==> config.mk <==
export PLATFORM = sky130hd
export DESIGN_NAME = sclc_front
export DESIGN_NICKNAME = d
export VERILOG_FILES = /design/src/hdl/sclc_pkg.sv /design/src/hdl/sclc_front.sv
export SDC_FILE = /design/constraint.sdc
export NUM_CORES = 1
export LEC_CHECK = 0
export BUFFER_PORTS_ARGS = -buffer_cell sky130_fd_sc_hd__buf_2
export CORE_AREA = 2 2 66 116
export CTS_CLUSTER_DIAMETER = 100
export DETAILED_ROUTE_END_ITERATION = 8
export DIE_AREA = 0 0 68 118
export GPL_ROUTABILITY_DRIVEN = 1
export HOLD_SLACK_MARGIN = 0.15
export PLACE_DENSITY = 0.8
export SLEW_MARGIN = 15
export SYNTH_ARGS = -nofsm -noshare
export SYNTH_HDL_FRONTEND = slang
export SYNTH_SLANG_ARGS = --single-unit
export TNS_END_PERCENT = 50
==> constraint.sdc <==
create_clock -name clk -period 4.4 [get_ports clk]
set_input_delay 0.44 -clock clk [delete_from_list [all_inputs] [get_ports clk]]
set_output_delay 0.44 -clock clk [all_outputs]
set_load 0.005 [all_outputs]
==> src/hdl/sclc_pkg.sv <==
// ----------------------------------------------------------------------------
// sclc_pkg
// Shared widths, codes, the queued operation word and size-class functions
// for the size-class free-list cache.
// ----------------------------------------------------------------------------
package sclc_pkg;

  localparam int FUNC_W    = 2;
  localparam int CLASS_W   = 6;
  localparam int SIZE_W    = 32;
  localparam int HANDLE_W  = 12;
  localparam int STATUS_W  = 3;
  localparam int REFILL_W  = 13;
  localparam int KIND_W    = 2;

  localparam int NUM_CLASSES_DEF = 64;
  localparam int NUM_BLOCKS_DEF  = 4096;
  localparam int VALID_CLASSES   = 56;
  localparam int QUEUE_DEPTH     = 2;

  localparam logic [FUNC_W-1:0] F_POP        = 2'd0;
  localparam logic [FUNC_W-1:0] F_PUSH_CLASS = 2'd1;
  localparam logic [FUNC_W-1:0] F_PUSH_SIZE  = 2'd2;

  localparam logic [STATUS_W-1:0] ST_POPPED = 3'd0;
  localparam logic [STATUS_W-1:0] ST_MISS   = 3'd1;
  localparam logic [STATUS_W-1:0] ST_PUSHED = 3'd2;
  localparam logic [STATUS_W-1:0] ST_HEAP   = 3'd3;
  localparam logic [STATUS_W-1:0] ST_BAD    = 3'd4;

  localparam logic [KIND_W-1:0] K_POP  = 2'd0;
  localparam logic [KIND_W-1:0] K_PUSH = 2'd1;
  localparam logic [KIND_W-1:0] K_HEAP = 2'd2;
  localparam logic [KIND_W-1:0] K_BAD  = 2'd3;

  typedef struct packed {
    logic [KIND_W-1:0]   kind;
    logic                bank;
    logic [CLASS_W-1:0]  cls;
    logic [HANDLE_W-1:0] handle;
    logic [REFILL_W-1:0] refill;
  } op_t;

  // b is size minus one, size in 1..4095
  function automatic logic [CLASS_W-1:0] size_to_class(input logic [HANDLE_W-1:0] b);
    logic [CLASS_W-1:0] c;
    if (b < 12'h080) begin
      c = CLASS_W'(b >> 3);
    end else if (b < 12'h100) begin
      c = CLASS_W'(b >> 4) + 6'd8;
    end else if (b < 12'h200) begin
      c = CLASS_W'(b >> 5) + 6'd16;
    end else if (b < 12'h400) begin
      c = CLASS_W'(b >> 6) + 6'd24;
    end else if (b < 12'h800) begin
      c = CLASS_W'(b >> 7) + 6'd32;
    end else begin
      c = CLASS_W'(b >> 8) + 6'd40;
    end
    return c;
  endfunction

  function automatic logic [REFILL_W-1:0] class_bytes(input logic [CLASS_W-1:0] c);
    logic [REFILL_W-1:0] n;
    logic [REFILL_W-1:0] r;
    n = REFILL_W'(c) + 13'd1;
    if (n <= 13'd16) begin
      r = n << 3;
    end else if (n <= 13'd24) begin
      r = (n - 13'd8) << 4;
    end else if (n <= 13'd32) begin
      r = (n - 13'd16) << 5;
    end else if (n <= 13'd40) begin
      r = (n - 13'd24) << 6;
    end else if (n <= 13'd48) begin
      r = (n - 13'd32) << 7;
    end else begin
      r = (n - 13'd40) << 8;
    end
    return r;
  endfunction

endpackage

==> src/hdl/sclc_front.sv <==
// ----------------------------------------------------------------------------
// sclc_front
// Input register and classifier: decodes the command, maps byte sizes to a
// class, screens bad classes and oversize blocks, reduces the handle to a
// link-store index and hands the word to the queue.
// ----------------------------------------------------------------------------
module sclc_front #(
  parameter int NUM_BLOCKS = sclc_pkg::NUM_BLOCKS_DEF
) (
  input  logic                           clk,
  input  logic                           rst,
  input  logic                           start,
  output logic                           busy,
  input  logic [sclc_pkg::FUNC_W-1:0]    func,
  input  logic                           raw_bank,
  input  logic [sclc_pkg::CLASS_W-1:0]   class_index,
  input  logic [sclc_pkg::SIZE_W-1:0]    byte_size,
  input  logic [sclc_pkg::HANDLE_W-1:0]  block_handle,
  input  logic                           q_full,
  output logic                           q_push,
  output sclc_pkg::op_t                  op,
  output logic [$clog2(NUM_BLOCKS)-1:0]  link_idx
);
  import sclc_pkg::*;

  localparam int LW = $clog2(NUM_BLOCKS);

  logic                f_valid;
  logic [FUNC_W-1:0]   f_func;
  logic                f_bank;
  logic [CLASS_W-1:0]  f_cls;
  logic [SIZE_W-1:0]   f_size;
  logic [HANDLE_W-1:0] f_handle;
  logic                accept;
  logic [HANDLE_W-1:0] size_m1;

  assign busy   = f_valid && q_full;
  assign accept = start && !busy;
  assign q_push = f_valid && !q_full;

  always_ff @(posedge clk) begin
    if (rst) begin
      f_valid <= 1'b0;
    end else if (accept) begin
      f_valid <= 1'b1;
    end else if (q_push) begin
      f_valid <= 1'b0;
    end
  end

  always_ff @(posedge clk) begin
    if (accept) begin
      f_func   <= func;
      f_bank   <= raw_bank;
      f_cls    <= class_index;
      f_size   <= byte_size;
      f_handle <= block_handle;
    end
  end

  assign size_m1 = f_size[HANDLE_W-1:0] - 12'd1;

  always_comb begin
    op.bank   = f_bank;
    op.handle = f_handle;
    op.cls    = f_cls;
    op.refill = '0;
    op.kind   = K_BAD;
    if (f_func == F_PUSH_SIZE) begin
      if (f_size == '0 || (|f_size[SIZE_W-1:HANDLE_W])) begin
        op.kind = K_HEAP;
        op.cls  = '0;
      end else begin
        op.kind = K_PUSH;
        op.cls  = size_to_class(size_m1);
      end
    end else if (f_cls < CLASS_W'(VALID_CLASSES)) begin
      if (f_func == F_POP) begin
        op.kind   = K_POP;
        op.refill = class_bytes(f_cls);
      end else if (f_func == F_PUSH_CLASS) begin
        op.kind = K_PUSH;
      end
    end
  end

  // handle modulo the link-store depth
  generate
    if (NUM_BLOCKS >= (1 << HANDLE_W)) begin : g_idx_wide
      assign link_idx = LW'(f_handle);
    end else begin : g_idx_mod
      function automatic logic [LW-1:0] reduce(input logic [HANDLE_W-1:0] h);
        logic [HANDLE_W+7:0] r;
        r = (HANDLE_W+8)'(h);
        for (int k = 7; k >= 0; k--) begin
          if (r >= ((HANDLE_W+8)'(NUM_BLOCKS) << k)) begin
            r = r - ((HANDLE_W+8)'(NUM_BLOCKS) << k);
          end
        end
        return r[LW-1:0];
      endfunction
      assign link_idx = reduce(f_handle);
    end
  endgenerate

endmodule

==> results.json, run 1 <==
{
  "status": "complete, no violations",
  "leakagePower_nw": 1.62,
  "arrival_ns": 3.60,
  "whs_ns": 0.301,
  "routed_via_density": 5.90,
  "p_clk_frac": 0.305,
  "place_congestion": 0.921,
  "worst_setup_path_end_kind": "output port",
  "grt_pass1_vias": 2921,
  "mostFrequentLayoutCell": "buf_2",
  "final_area_sq_um": 4110,
  "startpoint": "f_cls[1]",
  "drv_cap": 0,
  "worst_pin_slew_ns": 0.739,
  "htreeDepth": 2,
  "synth_edf_count": 53,
  "cp_slowest_stage_delay_ns": 0.53,
  "synth_top_family_by_area": "simple AND/OR/NAND/NOR gates",
  "startpoint_type": "register",
  "ys_warn_count": 0,
  "path_max_fanout": 10,
  "power.switching_mw": 0.327,
  "cellPowerDensity_nw_per_um2": 302,
  "grt_start_max_net_pins": 47,
  "cts.sinks": 54,
  "p_seq_frac": 0.508,
  "layout_common_cells": "buf_2 (101), edfxtp_1 (53), a21oi_1 (25), nand2_1 (22), nor2_1 (21)",
  "drtIter0Drc": 216,
  "setup_ws_ns": 0.362,
  "clkTransAtPathRegs_ns": 0.07,
  "dp.final_hpwl_um": 6820,
  "grt_first_pass_wirelength_um": 13300,
  "finalPower_mw": 1.24,
  "synthSimpleGateAreaFrac": 0.200,
  "drv_slew": 0,
  "crit_path_top_delay_cell": "edfxtp_1",
  "critical-path-top-delay-family": "simple AND/OR/NAND/NOR gates",
  "ys_ff_latch": 54,
  "antenna_found_initial": 0,
  "core_area_sq_um": 7080,
  "cts.path.max_buffers": 2,
  "synth_xor_area_frac": 0.0253,
  "post-place-ws_ns": 0.628,
  "synth_compound_area_frac": 0.198,
  "crit_type": "reg -> out",
  "ioPinCount": 105,
  "synth_cells": 350,
  "ant_nets": 0,
  "drive_gt1_frac": 0.302,
  "rr_startpoint": "f_valid",
  "syn_area_sq_um": 3460,
  "worstPathRequired_ns": 3.96,
  "grtUsageTotal": 0.216,
  "cp_num_cells": 11,
  "clock_skew_ns": 0.00772,
  "ys_async_sr_fraction": 0,
  "synthAdderAreaFrac": 0.0289,
  "finalCritPeriodShare": 0.918,
  "placed_cell_area_sq_um": 3940,
  "final_util": 0.581,
  "fmax_mhz": 248,
  "syn_to_final_growth_pct": 18.6,
  "holdBufCountCts": 0,
  "rr_endpoint": "f_size[20]",
  "cts_resized": 0,
  "dp.cells": 511,
  "avgSynthCellArea_sq_um": 9.90,
  "combPwrFrac": 0.188,
  "crit_buf_inv": 2,
  "final_cells": 520,
  "wl_per_cell_um": 16.9,
  "dieWidth_um": 68,
  "postCtsSetupBuffers": 0,
  "antenna_cells": 0,
  "fp.dieH_um": 118,
  "fin_tns_setup_ns": 0,
  "grt-ovfl-total": 0,
  "rr_worst_depth": 3,
  "setup_violations": 0,
  "rsz0062_at_grt": "false",
  "drtPass1Iterations": 4,
  "ys.flop_type": "edfxtp_1",
  "cts-root-buf": "clkbuf_16",
  "finalHoldViolCount": 0,
  "cp_cell_sequence": "ha_2, nand3_2, xnor2_1, inv_2, ha_1, a21boi_0, a211o_1, or2_2, or4_1, a31oi_1, buf_2",
  "cts_tree": "yes",
  "rows": 41,
  "synth.distinct_cells": 66,
  "nets": 498,
  "seq_area_sq_um": 1610,
  "via_count": 3069,
  "max-slew-margin-rel": 0.503,
  "multiInputGateArea_sq_um": 1620,
  "p_sw_frac": 0.264,
  "portBuffers": 101,
  "hold_class": "in -> reg",
  "routed_wl_um": 8780,
  "ir_drop_mv": 0.336,
  "fillCellCount": 633,
  "ys_seq_area_frac": 0.465,
  "r2r_setup_slack_ns": 2.98,
  "drc": 0,
  "post_synth_mux_area_share": 0.00867,
  "clk_latency_ns": 0.29,
  "period_minus_slack_ns": 4.04,
  "initial_utilization": 0.489,
  "cts_buffers": 5,
  "die-area_sq_um": 8020,
  "critPathCapture": "op[6]",
  "p_int_mw": 0.913
}
## power by group through the flow
stage	registers, mW	clock network, mW	logic [mW]
floorplan	0.628	0	0.158
global placement	0.638	0	0.221
detailed placement	0.640	0	0.225
CTS	0.629	0.384	0.226
global route	0.633	0.402	0.255
finish	0.629	0.378	0.233
## cell type report
| class | count | share of cell area |
|---|---|---|
| multi-input cells | 251 | 0.394 |
| flip-flops and latches | 54 | 0.392 |
| clock inverters | 3 | 0.00487 |
| well taps | 86 | 0.0262 |
| clock buffers | 5 | 0.0304 |
| inverters | 11 | 0.0100 |
| repair buffers | 110 | 0.142 |
## how the worst min path moves through the flow
stage,startpoint,endpoint,depth (start not counted)
finish,rst,f_valid,2
global route,class_index[5],f_cls[5],1
CTS,rst,f_valid,2
detailed placement,rst,f_valid,2
global placement,rst,f_valid,2
floorplan,rst,f_valid,1
## registers in the layout, indices dropped and copies added, names as in the netlist
signal / count
f_bank: 1
link_idx: 12
f_size: 32
f_func: 2
f_cls: 6
f_valid: 1
## cells in the mapped netlist (3+ instances only)
| master | count | share of area |
|---|---|---|
| or4_1 | 5 | 0.011 |
| nor3_1 | 10 | 0.014 |
| nand3_1 | 13 | 0.019 |
| o221ai_1 | 3 | 0.0076 |
| or2_2 | 3 | 0.0054 |
| a21oi_1 | 25 | 0.036 |
| a21boi_0 | 3 | 0.0065 |
| nor2b_1 | 9 | 0.016 |
| buf_4 | 18 | 0.039 |
| a311oi_1 | 3 | 0.0076 |
| ha_1 | 8 | 0.029 |
| nand2_1 | 22 | 0.024 |
| or3_1 | 5 | 0.0090 |
| o21ai_0 | 17 | 0.025 |
| inv_1 | 10 | 0.011 |
| o21ai_1 | 3 | 0.0043 |
| o31ai_1 | 4 | 0.0087 |
| buf_2 | 6 | 0.0087 |
| nor4_1 | 8 | 0.014 |
| a31oi_1 | 7 | 0.013 |
| nor2_1 | 21 | 0.023 |
| o211ai_1 | 5 | 0.011 |
| mux2i_1 | 3 | 0.0087 |
| xnor2_1 | 8 | 0.020 |
| edfxtp_1 | 53 | 0.46 |
| clkbuf_1 | 10 | 0.011 |
| and2_1 | 6 | 0.011 |
| nand2b_1 | 6 | 0.011 |
| nand4_1 | 4 | 0.0072 |
| o22ai_1 | 3 | 0.0054 |
| a21o_1 | 3 | 0.0065 |
## routing by layer
layer  global-route usage  routed length (um)  vias up
li1                     -                   -     1488
met1                0.223                3060     1421
met2                0.399                4890      129
met3               0.0354                 481       31
met4               0.0963                 353        0
met5                    0                   0        -
## cell families after synthesis
family	count (synthesis)
AO/OA/AOI/OAI	102
adder cells (fa/ha/maj)	8
multiplexers	3
other	1
AND/OR/NAND/NOR	125
flip-flops	54
buffers and inverters	47
XOR/XNOR	10
Note: power is estimated with default switching activity, not from simulation.
==> run 2, diff against run 1 <==
- CORE_AREA: 2 2 66 116 -> 2 2 87 89
- DIE_AREA: 0 0 68 118 -> 0 0 89 91
- TNS_END_PERCENT: 50 -> 30
==> results.json, run 2 (synthesis gave the netlist of run 1 again) <==
{
  "status": "complete, no violations",
  "max-slew-margin-rel": 0.550,
  "cp_cell_sequence": "ha_2, nand3_2, xnor2_2, inv_2, ha_1, a21boi_0, a211o_1, or2_2, or4_1, a31oi_1, buf_2",
  "grt-ovfl-total": 0,
  "routed_wl_um": 8460,
  "rsz0062_at_grt": "false",
  "drive_gt1_frac": 0.311,
  "path_max_fanout": 10,
  "cts_tree": "yes",
  "ioPinCount": 105,
  "grt_first_pass_wirelength_um": 13300,
  "mostFrequentLayoutCell": "buf_2",
  "crit_path_top_delay_cell": "or4_1",
  "period_minus_slack_ns": 4.10,
  "drtPass1Iterations": 5,
  "dieWidth_um": 89,
  "htreeDepth": 2,
  "clkTransAtPathRegs_ns": 0.09,
  "placed_cell_area_sq_um": 3960,
  "wl_per_cell_um": 15.8,
  "drc": 0,
  "combPwrFrac": 0.206,
  "finalCritPeriodShare": 0.931,
  "finalHoldViolCount": 0,
  "largest_reg_flops": 32,
  "cts-root-buf": "clkbuf_8",
  "layout_common_cells": "buf_2 (101), edfxtp_1 (53), a21oi_1 (25), nand2_1 (22), nor2_1 (21)",
  "crit_type": "reg -> out",
  "portBuffers": 101,
  "power.switching_mw": 0.308,
  "p_int_mw": 0.811,
  "cp_slowest_stage_delay_ns": 0.48,
  "clk_latency_ns": 0.29,
  "worst_setup_path_end_kind": "output port",
  "grt_start_max_net_pins": 48,
  "via_count": 3101,
  "worst_pin_slew_ns": 0.659,
  "post-place-ws_ns": 0.283,
  "fin_tns_setup_ns": 0,
  "drtIter0Drc": 302,
  "final_area_sq_um": 4090,
  "p_sw_frac": 0.275,
  "ir_drop_mv": 0.238,
  "grtUsageTotal": 0.207,
  "arrival_ns": 3.66,
  "die-area_sq_um": 8100,
  "drv_slew": 0,
  "fp.dieH_um": 91,
  "drv_cap": 0,
  "rows": 31,
  "place_congestion": 0.938,
  "p_clk_frac": 0.233,
  "worstPathRequired_ns": 3.96,
  "ant_nets": 0,
  "fillCellCount": 620,
  "cts_buffers": 5,
  "core_area_sq_um": 7140,
  "cts.sinks": 54,
  "setup_ws_ns": 0.303,
  "dp.final_hpwl_um": 6380,
  "antenna_cells": 0,
  "fmax_mhz": 244,
  "grt_pass1_vias": 2788,
  "setup_violations": 0,
  "cts.path.max_buffers": 2,
  "startpoint_type": "register",
  "p_seq_frac": 0.562,
  "leakagePower_nw": 1.61,
  "syn_to_final_growth_pct": 18.1,
  "routed_via_density": 5.79,
  "initial_utilization": 0.485,
  "cellPowerDensity_nw_per_um2": 274,
  "nets": 502,
  "hold_class": "in -> reg",
  "clock_skew_ns": 0.00439,
  "regMostFlops": "f_size",
  "antenna_found_initial": 0
}
run 2: critical path, delay by kind of cell, from the launching register on:
kind,cells,cell delay (ns)
buffers and inverters,2,0.26
AND/OR/NAND/NOR,3,1.02
AO/OA/AOI/OAI,3,0.68
flip-flops,1,0.45
adder cells (fa/ha/maj),2,0.59
XOR/XNOR,1,0.36
run 2: cell type report:
class                           instances  area [sq um]  share of cell area
Multi-Input combinational cell        251          1630               0.398
Clock inverter                          2          15.0             0.00367
Tap cell                               99           124              0.0303
Timing Repair Buffer                  114           603               0.147
Inverter                               11          41.3              0.0101
Sequential cell                        54          1610               0.394
Clock buffer                            5          68.8              0.0168
run 2: per-stage QoR:
step	instances	total power, mW	util	hold slack [ns]
finish	536	1.12	0.573	0.288
CTS	531	1.12	0.567	0.276
detailed placement	524	0.860	0.555	0.602
global route	536	1.18	0.573	0.281
floorplan	352	0.786	-	0.512
global placement	524	0.861	0.555	0.597
run 2: power by group through the flow:
| stage | clock network, mW | logic (mW) | registers [mW] |
|---|---|---|---|
| 3_3_place_gp | 0 | 0.222 | 0.639 |
| 6_report | 0.260 | 0.230 | 0.628 |
| 2_1_floorplan | 0 | 0.158 | 0.628 |
| 3_5_place_dp | 0 | 0.220 | 0.640 |
| 4_1_cts | 0.270 | 0.222 | 0.629 |
| 5_1_grt | 0.292 | 0.253 | 0.633 |
run 2: worst paths after layout:
check | start | to | slack (ns) | cells past startpoint
min reg2reg | f_valid | f_valid | 0.66 | 3
max reg2reg | f_valid | f_size[20] | 2.78 | 3
min | rst | f_valid | 0.29 | 2
max | f_cls[1] | op[6] | 0.30 | 11
run 2: timing repair:
| action | 4_1_cts | 5_1_grt |
|---|---|---|
| cloned | 0 | 0 |
| hold buffers | 0 | 0 |
| gates resized for setup | 1 | 1 |
| setup buffers | 0 | 5 |
| setup endpoints to repair | 1 | 2 |
run 2: routing by layer:
layer	part of all wire	routed length, um	track usage
met1	0.43	3640	0.283
met4	0.037	316	0.0945
met3	0.085	717	0.0400
met2	0.45	3780	0.317
met5	0	0	0
==> run 3, diff against run 2 <==
- CORE_AREA: 2 2 87 89 -> 2 2 103 145
- DIE_AREA: 0 0 89 91 -> 0 0 105 147
- MAX_ROUTING_LAYER: not set -> met4
- PLACE_DENSITY: 0.8 -> 0.48
==> results.json, run 3 (synthesis gave the netlist of run 1 again) <==
{
  "drtIter0Drc": 137,
  "clkTransAtPathRegs_ns": 0.07,
  "regMostFlops": "f_size",
  "clock_skew_ns": 0.00361,
  "post-place-ws_ns": 0.587,
  "layout_common_cells": "buf_2 (101), edfxtp_1 (53), a21oi_1 (25), nand2_1 (22), nor2_1 (21)",
  "setup_violations": 0,
  "whs_endpoint": "f_valid",
  "hold-path-cell-count": 2,
  "place_congestion": 0.848,
  "worstPathRequired_ns": 3.96,
  "final_cells": 626,
  "finalCritPeriodShare": 0.882,
  "mostFrequentLayoutCell": "buf_2",
  "arrival_ns": 3.44,
  "antenna_found_initial": 1,
  "die-area_sq_um": 15400,
  "hp-start": "rst",
  "ir_drop_mv": 0.311,
  "via_count": 3043,
  "dp.cells": 614,
  "routed_wl_um": 9470,
  "initial_utilization": 0.244,
  "cp_slowest_stage_delay_ns": 0.64,
  "crit_type": "reg -> out",
  "dp.final_hpwl_um": 7420,
  "grt_first_pass_wirelength_um": 15300,
  "rr_worst_depth": 3,
  "core_area_sq_um": 14200,
  "rsz0062_at_grt": "false",
  "finalHoldViolCount": 0,
  "fmax_mhz": 258,
  "worst_setup_path_end_kind": "output port",
  "largest_reg_flops": 32,
  "hold_class": "in -> reg",
  "crit_path_top_delay_cell": "edfxtp_1",
  "grtUsageTotal": 0.126,
  "portBuffers": 101,
  "holdBufCountCts": 0,
  "leakagePower_nw": 1.63,
  "drc": 0,
  "worst_pin_slew_ns": 1.11,
  "syn_to_final_growth_pct": 22.4,
  "ioPinCount": 105,
  "startpoint_type": "register",
  "final_area_sq_um": 4240,
  "clk_latency_ns": 0.29,
  "status": "complete, no violations",
  "drtPass1Iterations": 4,
  "cts_tree": "yes",
  "rr_startpoint": "f_valid",
  "final_util": 0.299,
  "placed_cell_area_sq_um": 4070,
  "rr_endpoint": "f_size[23]",
  "period_minus_slack_ns": 3.88,
  "whs_ns": 0.296,
  "cp_cell_sequence": "nand3_2, xnor2_1, buf_4, inv_2, ha_1, a21boi_0, a211o_1, or2_2, or4_1, a31oi_1, buf_2",
  "r2r_setup_slack_ns": 2.35,
  "ant_nets": 0,
  "grt_pass1_vias": 3034,
  "nets": 500,
  "rows": 52,
  "grt-ovfl-total": 0,
  "setup_ws_ns": 0.521,
  "dieWidth_um": 105,
  "finalPower_mw": 1.24,
  "fp.dieH_um": 147,
  "cellPowerDensity_nw_per_um2": 293,
  "cts.sinks": 54,
  "drv_cap": 0,
  "path_max_fanout": 14,
  "wl_per_cell_um": 15.1,
  "cts-root-buf": "clkbuf_16",
  "grt_start_max_net_pins": 42,
  "max-slew-margin-rel": 0.259,
  "drv_slew": 0,
  "cts.path.max_buffers": 2,
  "routed_via_density": 4.86,
  "fin_tns_setup_ns": 0,
  "cts_buffers": 5,
  "drive_gt1_frac": 0.305,
  "htreeDepth": 2
}
-- run 3: cell count changes in the layout (fill, tap and decap cells not counted), sizes merged --
cell / change
diode: +1
clkinv: +2
clkinvlp: -1
buf: -2
-- run 3: final cells by class --
class	instances	area, sq um
Fill cell	1562	9940
Sequential cell	54	1610
Clock buffer	5	125
Tap cell	189	236
Antenna cell	1	2.50
Clock inverter	3	16.3
Inverter	11	41.3
Timing Repair Buffer	112	588
Multi-Input combinational cell	251	1620
-- run 3: power by group --
group          switching (mW)  internal (mW)
sequential             0.0274          0.602
combinational           0.133          0.100
clock                   0.173          0.208
total                   0.333          0.910
-- run 3: layer usage --
layer  up-vias  track usage  wire [um]
li1       1494            -          -
met1      1414        0.148       4110
met2       118        0.214       4520
met3        17       0.0244        594
met4         0       0.0453        242
met5         -            -          0
-- run 3: worst max path at each step --
stage               startpoint  endpoint  depth (start not counted)
floorplan               q_full    f_bank                          2
global placement      f_cls[1]     op[6]                         12
detailed placement    f_cls[1]     op[6]                         12
CTS                   f_cls[1]     op[6]                         12
global route          f_cls[2]     op[6]                         11
finish                f_cls[2]     op[6]                         11
-- run 3: what timing repair did --
action / CTS / global route
setup buffers: 0 / 3
resized for setup: 0 / 1
setup endpoints to repair: 0 / 2
-- run 3: worst max-delay path, delay by kind of cell (launching register included) --
family                     cells  cell delay, ns
buffers and inverters          3            0.37
xor gates and xnor gates       1            0.20
AOI/OAI and AO/OA              3            0.65
DFF                            1            0.64
adders and majority gates      1            0.22
and+or+nand+nor                3            1.08
