### config.mk
export PLATFORM = sky130hd
export DESIGN_NAME = sclc_queue
export DESIGN_NICKNAME = d
export VERILOG_FILES = /design/src/hdl/sclc_pkg.sv /design/src/hdl/sclc_queue.sv
export SDC_FILE = /design/constraint.sdc
export NUM_CORES = 1
export LEC_CHECK = 0
export ABC_AREA = 1
export BUFFER_PORTS_ARGS = -buffer_cell sky130_fd_sc_hd__buf_4
export CORE_UTILIZATION = 44
export DETAILED_ROUTE_END_ITERATION = 7
export GPL_TIMING_DRIVEN = 0
export PLACE_DENSITY = 0.71
export REMOVE_ABC_BUFFERS = 1
export SETUP_SLACK_MARGIN = 0.1
export SKIP_LAST_GASP = 1
export SYNTH_ARGS = -nofsm -noshare
export SYNTH_HDL_FRONTEND = slang
export SYNTH_SLANG_ARGS = --single-unit
export TNS_END_PERCENT = 30
### constraint.sdc
create_clock -name clk -period 1.24 [get_ports clk]
set_clock_uncertainty 0.2 [all_clocks]
set_input_delay 0.372 -clock clk [delete_from_list [all_inputs] [get_ports clk]]
set_output_delay 0.372 -clock clk [all_outputs]
set_load 0.03 [all_outputs]
### src/hdl/sclc_pkg.sv
// ----------------------------------------------------------------------------
// sclc_pkg
// Shared widths, codes, the queued operation word and size-class functions
// for the size-class free-list cache.
// ----------------------------------------------------------------------------
package sclc_pkg;

  localparam int FUNC_W    = 2;
  localparam int CLASS_W   = 6;
  localparam int SIZE_W    = 32;
  localparam int HANDLE_W  = 12;
  localparam int STATUS_W  = 3;
  localparam int REFILL_W  = 13;
  localparam int KIND_W    = 2;

  localparam int NUM_CLASSES_DEF = 64;
  localparam int NUM_BLOCKS_DEF  = 4096;
  localparam int VALID_CLASSES   = 56;
  localparam int QUEUE_DEPTH     = 2;

  localparam logic [FUNC_W-1:0] F_POP        = 2'd0;
  localparam logic [FUNC_W-1:0] F_PUSH_CLASS = 2'd1;
  localparam logic [FUNC_W-1:0] F_PUSH_SIZE  = 2'd2;

  localparam logic [STATUS_W-1:0] ST_POPPED = 3'd0;
  localparam logic [STATUS_W-1:0] ST_MISS   = 3'd1;
  localparam logic [STATUS_W-1:0] ST_PUSHED = 3'd2;
  localparam logic [STATUS_W-1:0] ST_HEAP   = 3'd3;
  localparam logic [STATUS_W-1:0] ST_BAD    = 3'd4;

  localparam logic [KIND_W-1:0] K_POP  = 2'd0;
  localparam logic [KIND_W-1:0] K_PUSH = 2'd1;
  localparam logic [KIND_W-1:0] K_HEAP = 2'd2;
  localparam logic [KIND_W-1:0] K_BAD  = 2'd3;

  typedef struct packed {
    logic [KIND_W-1:0]   kind;
    logic                bank;
    logic [CLASS_W-1:0]  cls;
    logic [HANDLE_W-1:0] handle;
    logic [REFILL_W-1:0] refill;
  } op_t;

  // b is size minus one, size in 1..4095
  function automatic logic [CLASS_W-1:0] size_to_class(input logic [HANDLE_W-1:0] b);
    logic [CLASS_W-1:0] c;
    if (b < 12'h080) begin
      c = CLASS_W'(b >> 3);
    end else if (b < 12'h100) begin
      c = CLASS_W'(b >> 4) + 6'd8;
    end else if (b < 12'h200) begin
      c = CLASS_W'(b >> 5) + 6'd16;
    end else if (b < 12'h400) begin
      c = CLASS_W'(b >> 6) + 6'd24;
    end else if (b < 12'h800) begin
      c = CLASS_W'(b >> 7) + 6'd32;
    end else begin
      c = CLASS_W'(b >> 8) + 6'd40;
    end
    return c;
  endfunction

  function automatic logic [REFILL_W-1:0] class_bytes(input logic [CLASS_W-1:0] c);
    logic [REFILL_W-1:0] n;
    logic [REFILL_W-1:0] r;
    n = REFILL_W'(c) + 13'd1;
    if (n <= 13'd16) begin
      r = n << 3;
    end else if (n <= 13'd24) begin
      r = (n - 13'd8) << 4;
    end else if (n <= 13'd32) begin
      r = (n - 13'd16) << 5;
    end else if (n <= 13'd40) begin
      r = (n - 13'd24) << 6;
    end else if (n <= 13'd48) begin
      r = (n - 13'd32) << 7;
    end else begin
      r = (n - 13'd40) << 8;
    end
    return r;
  endfunction

endpackage

### src/hdl/sclc_queue.sv
// ----------------------------------------------------------------------------
// sclc_queue
// Short FIFO between the classifier and the list engine.
// ----------------------------------------------------------------------------
module sclc_queue #(
  parameter int WIDTH = 8
) (
  input  logic             clk,
  input  logic             rst,
  input  logic             push,
  input  logic [WIDTH-1:0] wdata,
  input  logic             pop,
  output logic [WIDTH-1:0] rdata,
  output logic             full,
  output logic             empty
);
  import sclc_pkg::*;

  localparam int PW = $clog2(QUEUE_DEPTH);
  localparam int CW = $clog2(QUEUE_DEPTH + 1);

  logic [WIDTH-1:0] entries [QUEUE_DEPTH];
  logic [PW-1:0]    wr_ptr;
  logic [PW-1:0]    rd_ptr;
  logic [CW-1:0]    count;

  assign full  = (count == CW'(QUEUE_DEPTH));
  assign empty = (count == '0);
  assign rdata = entries[rd_ptr];

  always_ff @(posedge clk) begin
    if (rst) begin
      wr_ptr <= '0;
      rd_ptr <= '0;
      count  <= '0;
    end else begin
      if (push) begin
        wr_ptr <= (wr_ptr == PW'(QUEUE_DEPTH - 1)) ? '0 : wr_ptr + 1'b1;
      end
      if (pop) begin
        rd_ptr <= (rd_ptr == PW'(QUEUE_DEPTH - 1)) ? '0 : rd_ptr + 1'b1;
      end
      if (push && !pop) begin
        count <= count + 1'b1;
      end else if (pop && !push) begin
        count <= count - 1'b1;
      end
    end
  end

  always_ff @(posedge clk) begin
    if (push) begin
      entries[wr_ptr] <= wdata;
    end
  end

endmodule

==> results by group, run 1 <==
Run status
  • Status: finished with violations
  • Failing checks: setup timing

Route
  • Remaining DRCs: 0
  • Metal2 WL: about 630 um
  • Top sig layer: met4
  • Routed wire length on met3: ~67 um
  • M1 WL: 474 um
  • 1st-iter DRT viols: 6
  • Number of vias per cell: 4.62
  • DR WL/cell: 11.0 um
  • First-pass iteration count of the detailed router: 3
  • Final WL: 1.18 mm
  • Detailed-route via count: between 400 and 500
  • Antenna-violating nets left: 0

Finish
  • FILL cells: 156
  • Final cell count without fillers: 107
  • Commonest non-fill, non-tap cell in the layout: edfxtp_1
  • Area grow syn2layout: 33.0%
  • N_diodes: 0
  • Commonest non-fill, non-tap cells in the layout: edfxtp_1, buf_4, inv_1, mux2_4, buf_6
  • Share of cells above drive strength 1: 42.7%
  • NumNets Final: 96

Setup path
  • Reg-to-Reg Start: wr_ptr
  • Slowest CP cell: dfxtp_4
  • Crit end category: output pin
  • CP max FO: 8
  • CP Data Arrival Time: approximately 1.2 ns
  • Cell-by-cell trace of the critical path: mux2_4, buf_6
  • Reg2reg end: entries[0][2]
  • Crit path buf inv count: 1
  • Family with the most delay on the worst path: flip-flops
  • R2R depth: 1
  • Slowest stage delay, CP: between 0.4 and 0.5 ns
  • Reg2Reg Setup Slack: -0.20 ns
  • CP Launch Type: flop
  • Required time worst endpoint: 0.67 ns
  • Critical path type: flop to output pin

Timing
  • Crit path time final: 1.76 ns
  • Relative slew slack: roughly 53%
  • Final hold vios: 0
  • Worst Slack Setup Final: -0.525 ns
  • Fmax: approximately 570 MHz
  • Hold Slack: 0.0535 ns
  • Worst Tran Pin Value: 0.696 ns
  • RSZ-0062 raised after global routing: yes
  • Final setup fails: 18
  • Final Max Slew Viols: 0
  • Period Utilization, post-route: 142%
  • Setup tns final: -6.29 ns

Synthesis
  • Cells after synthesis: 58
  • #FFs+latches synth: 21
  • Synth Cell Area: 811 um^2
  • Synth unique cells: 16
  • Mean post-synth cell area: 14.0 um^2
  • Post-synthesis sequential area ratio: 71.6%
  • Yosys warnings: 0

Place
  • Routability cong.: 0.602
  • Count of buffers from port buffering: 21
  • Hpwl dp: 845 um
  • Placed insts: 103

Floorplan
  • Die X: between 40 and 50 um
  • I/O Pins: 22
  • Die height: between 40 and 50 um
  • Core Footprint: around 1700 um^2
  • Initial Util: 47.0%
  • Row count: 15
  • Die area: 2020 um^2

Global route
  • Grt ovf: 0
  • Initial antenna violation count: 0
  • Total GRT Usage: 13.0%
  • First-pass GRT wire length: 1.84 mm
  • Number of global-route vias before repair: between 400 and 500
  • Largest net degree at the start of global routing: 12

Worst hold path
  • Hold Path Stages: 2
  • Hold Crit Start: rst
  • Hold Path Class: primary input to flop

CTS
  • Clock root buffer: clkbuf_4
  • CTS buffer count: 3
  • CTS H-tree lvls: 1
  • CTS clk-pin slew, worst paths: around 0.10 ns
  • Clk_lat worst skew: 0.28 ns
  • Sink Count: 21
  • Deepest clock path buffer count: 2
  • CTS tree: built

Power
  • Power Dens Cells: 1340 nW/um^2
  • Peak supply drop: 0.775 mV
  • Static Leakage: 0.466 nW

Job
  • MaxCap Viol Count: 0
-- logic make-up after synthesis --
| family | after synthesis | share of synthesized area (%) |
|---|---|---|
| adder cells (fa/ha/maj) | 1 | 1.54 |
| buffers and inverters | 10 | 5.56 |
| AO/OA/AOI/OAI | 2 | 1.23 |
| XOR/XNOR | 1 | 1.08 |
| multiplexers | 8 | 11.1 |
| flip-flops | 21 | 71.6 |
| AND/OR/NAND/NOR | 15 | 7.87 |
-- area by class of cell --
| type | instances | area [um^2] | area share, % |
|---|---|---|---|
| clock buffers | 4 | 26.3 | 2.44 |
| inverters | 9 | 33.8 | 3.13 |
| multi-input cells | 27 | 215 | 20.0 |
| flip-flops and latches | 21 | 584 | 54.2 |
| well taps | 25 | 31.3 | 2.90 |
| repair buffers | 21 | 188 | 17.4 |
-- synthesized netlist by cell type --
library cell  instances  area, um^2
o21ai_0               1        5.00
nor2_1                7        26.3
a21oi_1               1        5.00
xnor2_1               1        8.76
inv_2                 1        3.75
buf_6                 1        11.3
mux2_2                8        90.1
nor3_1                1        5.00
inv_1                 8        30.0
nand2_2               1        6.26
nand4_1               1        6.26
edfxtp_1             16         480
dfxtp_1               5         100
ha_1                  1        12.5
nand3_1               1        5.00
nand2_1               4        15.0
-- worst max-delay path by stage --
stage	end	slack (ns)	depth (start not counted)	startpoint
floorplan	rdata[0]	-0.23	1	flop
global placement	rdata[4]	-0.41	2	flop
detailed placement	rdata[7]	-0.40	2	flop
CTS	rdata[7]	-0.55	2	flop
global route	rdata[7]	-0.57	2	flop
finish	rdata[7]	-0.52	2	flop
-- registers in the layout, indices dropped and copies added, names as in the netlist, named ones only --
signal and cells:
count 2, entries 16, rd_ptr 1, wr_ptr 1
-- what timing repair did --
item                                    4_1_cts  5_1_grt
resized for setup                            18        0
endpoints found under the setup margin       26       27
hold buffers                                  0        0
hold endpoints to repair                      0        0
pin swaps                                     0        0
setup buffers                                 0        0
-- metrics by stage --
stage	instance area, um^2	power (mW)	utilization, %	setup WS [ns]
after global placement	988	1.10	57.2	-0.406
after global routing	1080	1.51	62.5	-0.571
after CTS	1080	1.46	62.5	-0.546
after floorplan	800	1.00	-	-0.227
after detailed placement	988	1.11	57.2	-0.403
final	1080	1.44	62.5	-0.525
-- power breakdown --
part           leakage (nW)  total [mW]  internal [mW]  switching (mW)
clock network        0.0150       0.310          0.125           0.185
registers             0.192       0.836          0.805          0.0302
logic                 0.259       0.299          0.148           0.151
total                 0.466        1.44           1.08           0.366
-- layer usage --
metal  vias up  GRT usage (%)
met2        15           24.9
met3         2           3.60
li1        246              -
met1       231           12.1
met4         0           7.27
met5         -              0
Power figures use the tool's default switching activity.
==> run 2, diff against run 1 <==
--- a/config.mk
+++ b/config.mk
@@ -10,7 +10,7 @@
 export CORE_UTILIZATION = 44
 export DETAILED_ROUTE_END_ITERATION = 7
 export GPL_TIMING_DRIVEN = 0
-export PLACE_DENSITY = 0.71
+export PLACE_DENSITY = 0.67
 export REMOVE_ABC_BUFFERS = 1
 export SETUP_SLACK_MARGIN = 0.1
 export SKIP_LAST_GASP = 1
==> run 2 against run 1 <==
Highest routed layer unchanged. Fmax shrank 0.39%. Total power shrank 0.11%. The flow still finishes with violations (setup timing). Clock-buffer cell count is the same. Critical path type unchanged.
==> results by group, run 2 (synthesis results as in run 1) <==
CTS
  • CTS tree: built
  • Clk_lat worst skew: 0.29 ns (about the same)
  • Sink Count: 21 (unchanged)
  • Setup Buffers After CTS: 0 (unchanged)
  • CTS clk-pin slew, worst paths: 0.10 ns (about the same)
  • CTS H-tree lvls: 1 (unchanged)
  • Deepest clock path buffer count: 2 (unchanged)
  • CTS buffer count: 3 (unchanged)
  • Clock root buffer: clkbuf_4

Finish
  • Commonest non-fill, non-tap cell in the layout: edfxtp_1
  • Fin area: 1080 um^2 (unchanged)
  • Commonest non-fill, non-tap cells in the layout: edfxtp_1, buf_4, inv_1, mux2_4, buf_6
  • N_diodes: 0 (unchanged)
  • Area grow syn2layout: 33.0% (unchanged)
  • Top reg by flops: entries
  • NumNets Final: 96 (unchanged)
  • Top Registers: entries (16), count (2)
  • Share of cells above drive strength 1: 42.7% (unchanged)
  • Number of flip-flops in the largest register: 16 (unchanged)
  • Fin util: 62.5% (unchanged)
  • Final cell count without fillers: 107 (unchanged)

Worst hold path
  • Hold Path Class: primary input to flop

Floorplan
  • Die height: 44.9 um (unchanged)
  • I/O Pins: 22 (unchanged)
  • Initial Util: 47.0% (unchanged)
  • Row count: 15 (unchanged)
  • Die X: 44.9 um (unchanged)
  • Die area: 2020 um^2 (unchanged)
  • Core Footprint: 1730 um^2 (unchanged)

Power
  • Total Power: 1.44 mW (-0.11%)
  • Power Dens Cells: 1340 nW/um^2 (-0.11%)
  • Peak supply drop: 0.858 mV (+11%)
  • Static Leakage: 0.466 nW (unchanged)

Place
  • Routability cong.: 0.604 (+0.30%)
  • Placed cell areas: 988 um^2 (unchanged)
  • Pre-CTS setup slack: -0.420 ns (-0.0166 ns)
  • Hpwl dp: 909 um (+7.5%)
  • Count of buffers from port buffering: 21 (unchanged)
  • Placed insts: 103 (unchanged)

Setup path
  • Required time worst endpoint: 0.67 ns (about the same)
  • Worst Setup EP: rdata[1]
  • Reg-to-Reg Start: wr_ptr
  • CP Launch Type: flop
  • Cell-by-cell trace of the critical path: mux2_4, buf_6
  • Slowest CP cell: dfxtp_4
  • CP Data Arrival Time: 1.20 ns (about the same)
  • Reg2reg end: entries[0][3]
  • Worst path depth: 2 (unchanged)
  • Crit end category: output pin
  • Reg2Reg Setup Slack: -0.20 ns (about the same)
  • Slowest stage delay, CP: 0.45 ns (about the same)
  • Critical path type: flop to output pin
  • CP max FO: 8 (unchanged)
  • R2R depth: 1 (unchanged)
  • Family with the most delay on the worst path: flip-flops
  • Crit path buf inv count: 1 (unchanged)

Global route
  • Number of global-route vias before repair: 428 (-14%)
  • Largest net degree at the start of global routing: 12 (unchanged)
  • Total GRT Usage: 13.4% (+0.40 points)
  • Grt ovf: 0 (unchanged)
  • First-pass GRT wire length: 1.82 mm (-0.76%)
  • Initial antenna violation count: 0 (unchanged)

Timing
  • Setup tns final: -6.31 ns (-0.0213 ns)
  • Period Utilization, post-route: 143% (+0.55 points)
  • Final setup fails: 18 (unchanged)
  • Worst Slack Setup Final: -0.532 ns (-0.00685 ns)
  • Relative slew slack: 55.4% (+1.9 points)
  • Final hold vios: 0 (unchanged)
  • Hold Slack: 0.0565 ns (+0.00295 ns)
  • Fmax: 564 MHz (-0.39%)
  • Worst Tran Pin Value: 0.667 ns (-0.0288 ns)
  • Crit path time final: 1.77 ns (+0.00685 ns)
  • RSZ-0062 raised after global routing: yes
  • Final Max Slew Viols: 0 (unchanged)

Job
  • MaxCap Viol Count: 0 (unchanged)

Route
  • Number of vias per cell: 4.60 (-0.40%)
  • DR WL/cell: 11.5 um (+5.0%)
  • Remaining DRCs: 0 (unchanged)
  • Antenna-violating nets left: 0 (unchanged)
  • First-pass iteration count of the detailed router: 4 (+1)
  • 1st-iter DRT viols: 6 (unchanged)
  • Final WL: 1.23 mm (+5.0%)
  • Detailed-route via count: 492 (-0.40%)

Run status
  • Failing checks: setup timing
  • Status: finished with violations
run 2: cell counts in the layout (fill, tap and decap cells not counted):
No cell type changed its count.
run 2: cell type report:
type                            instances  area [um^2]
Clock buffer                            4         26.3
Fill cell                             145          648
Inverter                                9         33.8
Multi-Input combinational cell         27          215
Sequential cell                        21          584
Tap cell                               25         31.3
Timing Repair Buffer                   21          188
run 2: how the worst min path moves through the flow:
stage	slack [ns]	startpoint	cells past startpoint	end
final	0.06	rst	2	flop
after global routing	0.04	wdata[3]	1	entries[1][3]
after CTS	0.04	rst	2	flop
after detailed placement	0.30	rd_ptr	2	flop
after global placement	0.30	rd_ptr	2	flop
after floorplan	0.24	rst	1	flop
run 2: metal layers:
layer,track usage [%],wire length [um],vias to the layer above,part of all wire [%]
met5,0,0,-,0
met1,16.8,540,232,44
met3,2.40,51,2,4.1
met4,9.09,12,0,0.97
li1,-,-,245,-
met2,21.2,629,13,51
run 2: repair_timing:
item,in CTS,in global routing
setup endpoints to repair,26,28
gates cloned,0,0
pin swaps,0,0
endpoints found under the hold margin,0,0
gates resized for setup,18,0
hold buffers,0,0
run 2: power by group:
part | switching (mW) | internal (mW)
clock | 0.181 | 0.125
combinational | 0.153 | 0.148
sequential | 0.0317 | 0.805
total | 0.365 | 1.08
==> run 3, diff against run 2 <==
--- a/config.mk
+++ b/config.mk
@@ -7,6 +7,7 @@
 export LEC_CHECK = 0
 export ABC_AREA = 1
 export BUFFER_PORTS_ARGS = -buffer_cell sky130_fd_sc_hd__buf_4
+export CORE_ASPECT_RATIO = 0.9
 export CORE_UTILIZATION = 44
 export DETAILED_ROUTE_END_ITERATION = 7
 export GPL_TIMING_DRIVEN = 0
==> run 3 against run 2 <==
The flow still finishes with violations (setup timing). Sequential cell count unchanged. Hold slack got worse by 0.017 ns. Via count increased by 0.20%. Register-to-register slack about the same. Final area decreased by 0.12%. Fmax decreased by 0.87%. Largest cell class unchanged. Critical path type unchanged. Sequential share of layout area increased by 0.063 points.
==> results by group, run 3 (synthesis results as in run 1) <==
Run status
  • Status: finished with violations
  • Failing checks: setup timing

Timing
  • RSZ-0062 raised after global routing: yes
  • Final hold vios: 0 (unchanged)
  • Period Utilization, post-route: 144% (+1.2 points)
  • Relative slew slack: 54.5% (-0.83 points)
  • Fmax: 560 MHz (-0.87%)
  • Worst Slack Setup Final: -0.547 ns (-0.0155 ns)
  • Final Max Slew Viols: 0 (unchanged)
  • Crit path time final: 1.79 ns (+0.0155 ns)
  • Worst Tran Pin Value: 0.679 ns (+0.0124 ns)
  • Setup tns final: -6.49 ns (-0.182 ns)
  • Final setup fails: 18 (unchanged)

Power
  • Total Power: 1.45 mW (+0.27%)
  • Power Dens Cells: 1340 nW/um^2 (+0.38%)
  • Net Sw Frac: 25.5% (+0.17 points)
  • Combinational group share of total power: 20.6% (-0.2 points)
  • Seq pwr share: 57.8% (-0.2 points)
  • Peak supply drop: 0.752 mV (-12%)
  • Switch Pwr: 368 uW (+0.94%)
  • Static Leakage: 0.466 nW (unchanged)
  • Power Internal: 1.08 mW (about the same)
  • Clock network fraction of total power: 21.6% (+0.4 points)

CTS
  • Clk_lat worst skew: 0.30 ns (about the same)
  • Deepest clock path buffer count: 2 (unchanged)
  • CTS buffer count: 3 (unchanged)
  • Hold buffers post-CTS: 0 (unchanged)
  • Clock root buffer: clkbuf_4
  • Sink Count: 21 (unchanged)
  • CTS clk-pin slew, worst paths: 0.10 ns (about the same)
  • CTS tree: built
  • Setup Buffers After CTS: 0 (unchanged)
  • Post-CTS Resized: 18 (unchanged)
  • CTS H-tree lvls: 1 (unchanged)

Route
  • Detailed-route via count: 493 (+0.20%)
  • DR WL/cell: 10.8 um (-6.0%)
  • 1st-iter DRT viols: 8 (+2)
  • Remaining DRCs: 0 (unchanged)
  • First-pass iteration count of the detailed router: 4 (unchanged)
  • Number of vias per cell: 4.65 (+1.1%)
  • Final WL: 1.15 mm (-6.9%)
  • Antenna-violating nets left: 0 (unchanged)

Place
  • Placed cell areas: 987 um^2 (-0.13%)
  • Hpwl dp: 774 um (-15%)
  • Routability cong.: 0.627 (+3.9%)
  • Pre-CTS setup slack: -0.428 ns (-0.00811 ns)
  • Placed insts: 102 (-0.97%)
  • Count of buffers from port buffering: 21 (unchanged)

Finish
  • Final cell count without fillers: 106 (-0.93%)
  • Fin area: 1080 um^2 (-0.12%)
  • Commonest non-fill, non-tap cell in the layout: edfxtp_1
  • Top Registers: entries (16), count (2)
  • Share of cells above drive strength 1: 42.7% (unchanged)
  • Area grow syn2layout: 32.9%
  • N_diodes: 0 (unchanged)
  • Top reg by flops: entries
  • NumNets Final: 96 (unchanged)
  • Number of flip-flops in the largest register: 16 (unchanged)
  • Commonest non-fill, non-tap cells in the layout: edfxtp_1, buf_4, inv_1, mux2_4, buf_6

Setup path
  • Slowest stage delay, CP: 0.45 ns (about the same)
  • Cell-by-cell trace of the critical path: mux2_4, buf_6
  • Family with the most delay on the worst path: flip-flops
  • CP Data Arrival Time: 1.22 ns (+0.02 ns)
  • Crit path buf inv count: 1 (unchanged)
  • Reg2Reg Setup Slack: -0.20 ns (about the same)
  • Slowest CP cell: dfxtp_4
  • Critical path type: flop to output pin
  • Required time worst endpoint: 0.67 ns (about the same)
  • CP max FO: 8 (unchanged)
  • CP Launch Type: flop
  • Crit end category: output pin

Job
  • MaxCap Viol Count: 0 (unchanged)

Worst hold path
  • Hold Path Class: primary input to flop

Global route
  • Grt ovf: 0 (unchanged)
  • Number of global-route vias before repair: 492 (+15%)
  • Grt met1 use: 19.5% (+2.7 points)
  • Grt peak-use layer: met2
  • Total GRT Usage: 14.7% (+1.3 points)
  • Initial antenna violation count: 0 (unchanged)
  • Met2 usage: 21.4% (+0.21 points)
  • First-pass GRT wire length: 1.98 mm (+8.7%)
  • Largest net degree at the start of global routing: 12 (unchanged)
  • Met3 Usage GRT: 2.55% (+0.15 points)

Floorplan
  • Initial Util: 47.7% (+0.76 points)
  • Core Footprint: 1700 um^2 (-1.6%)
  • Row count: 14 (-1)
  • Die area: 2020 um^2 (about the same)
  • Die X: 47.3 um (+5.2%)
  • I/O Pins: 22 (unchanged)
  • Die height: 42.7 um (-4.9%)
==> run 3: layout make-up <==
| type | count | area, um^2 |
|---|---|---|
| multi-input cells | 27 | 215 |
| clock buffers | 4 | 26.3 |
| flip-flops and latches | 21 | 584 |
| fillers | 142 | 622 |
| repair buffers | 21 | 188 |
| inverters | 9 | 33.8 |
| well taps | 24 | 30.0 |
==> run 3: stage by stage <==
stage / util [%] / hold slack (ns)
after floorplan: - / 0.244
after global placement: 58.1 / 0.300
after detailed placement: 58.1 / 0.306
after CTS: 63.4 / 0.0221
after global routing: 63.4 / 0.0289
final: 63.4 / 0.0396
==> run 3: per-layer routing <==
| layer | up-vias | share of wire, % |
|---|---|---|
| met5 | - | 0 |
| met4 | 0 | 2.2 |
| met3 | 4 | 4.4 |
| met2 | 15 | 49 |
| met1 | 231 | 45 |
| li1 | 243 | - |
==> run 3: final timing paths <==
path             from            end  cells past startpoint
max              flop       rdata[3]                      2
min               rst           flop                      2
max reg2reg    wr_ptr  entries[0][0]                      1
min reg2reg  count[0]       count[0]                      2
==> run 3: power by group through the flow <==
stage	sequential [mW]	clock [mW]	combinational, mW
floorplan	0.839	0	0.166
global placement	0.845	0	0.258
detailed placement	0.847	0	0.262
CTS	0.837	0.334	0.301
global route	0.843	0.344	0.324
finish	0.836	0.312	0.298
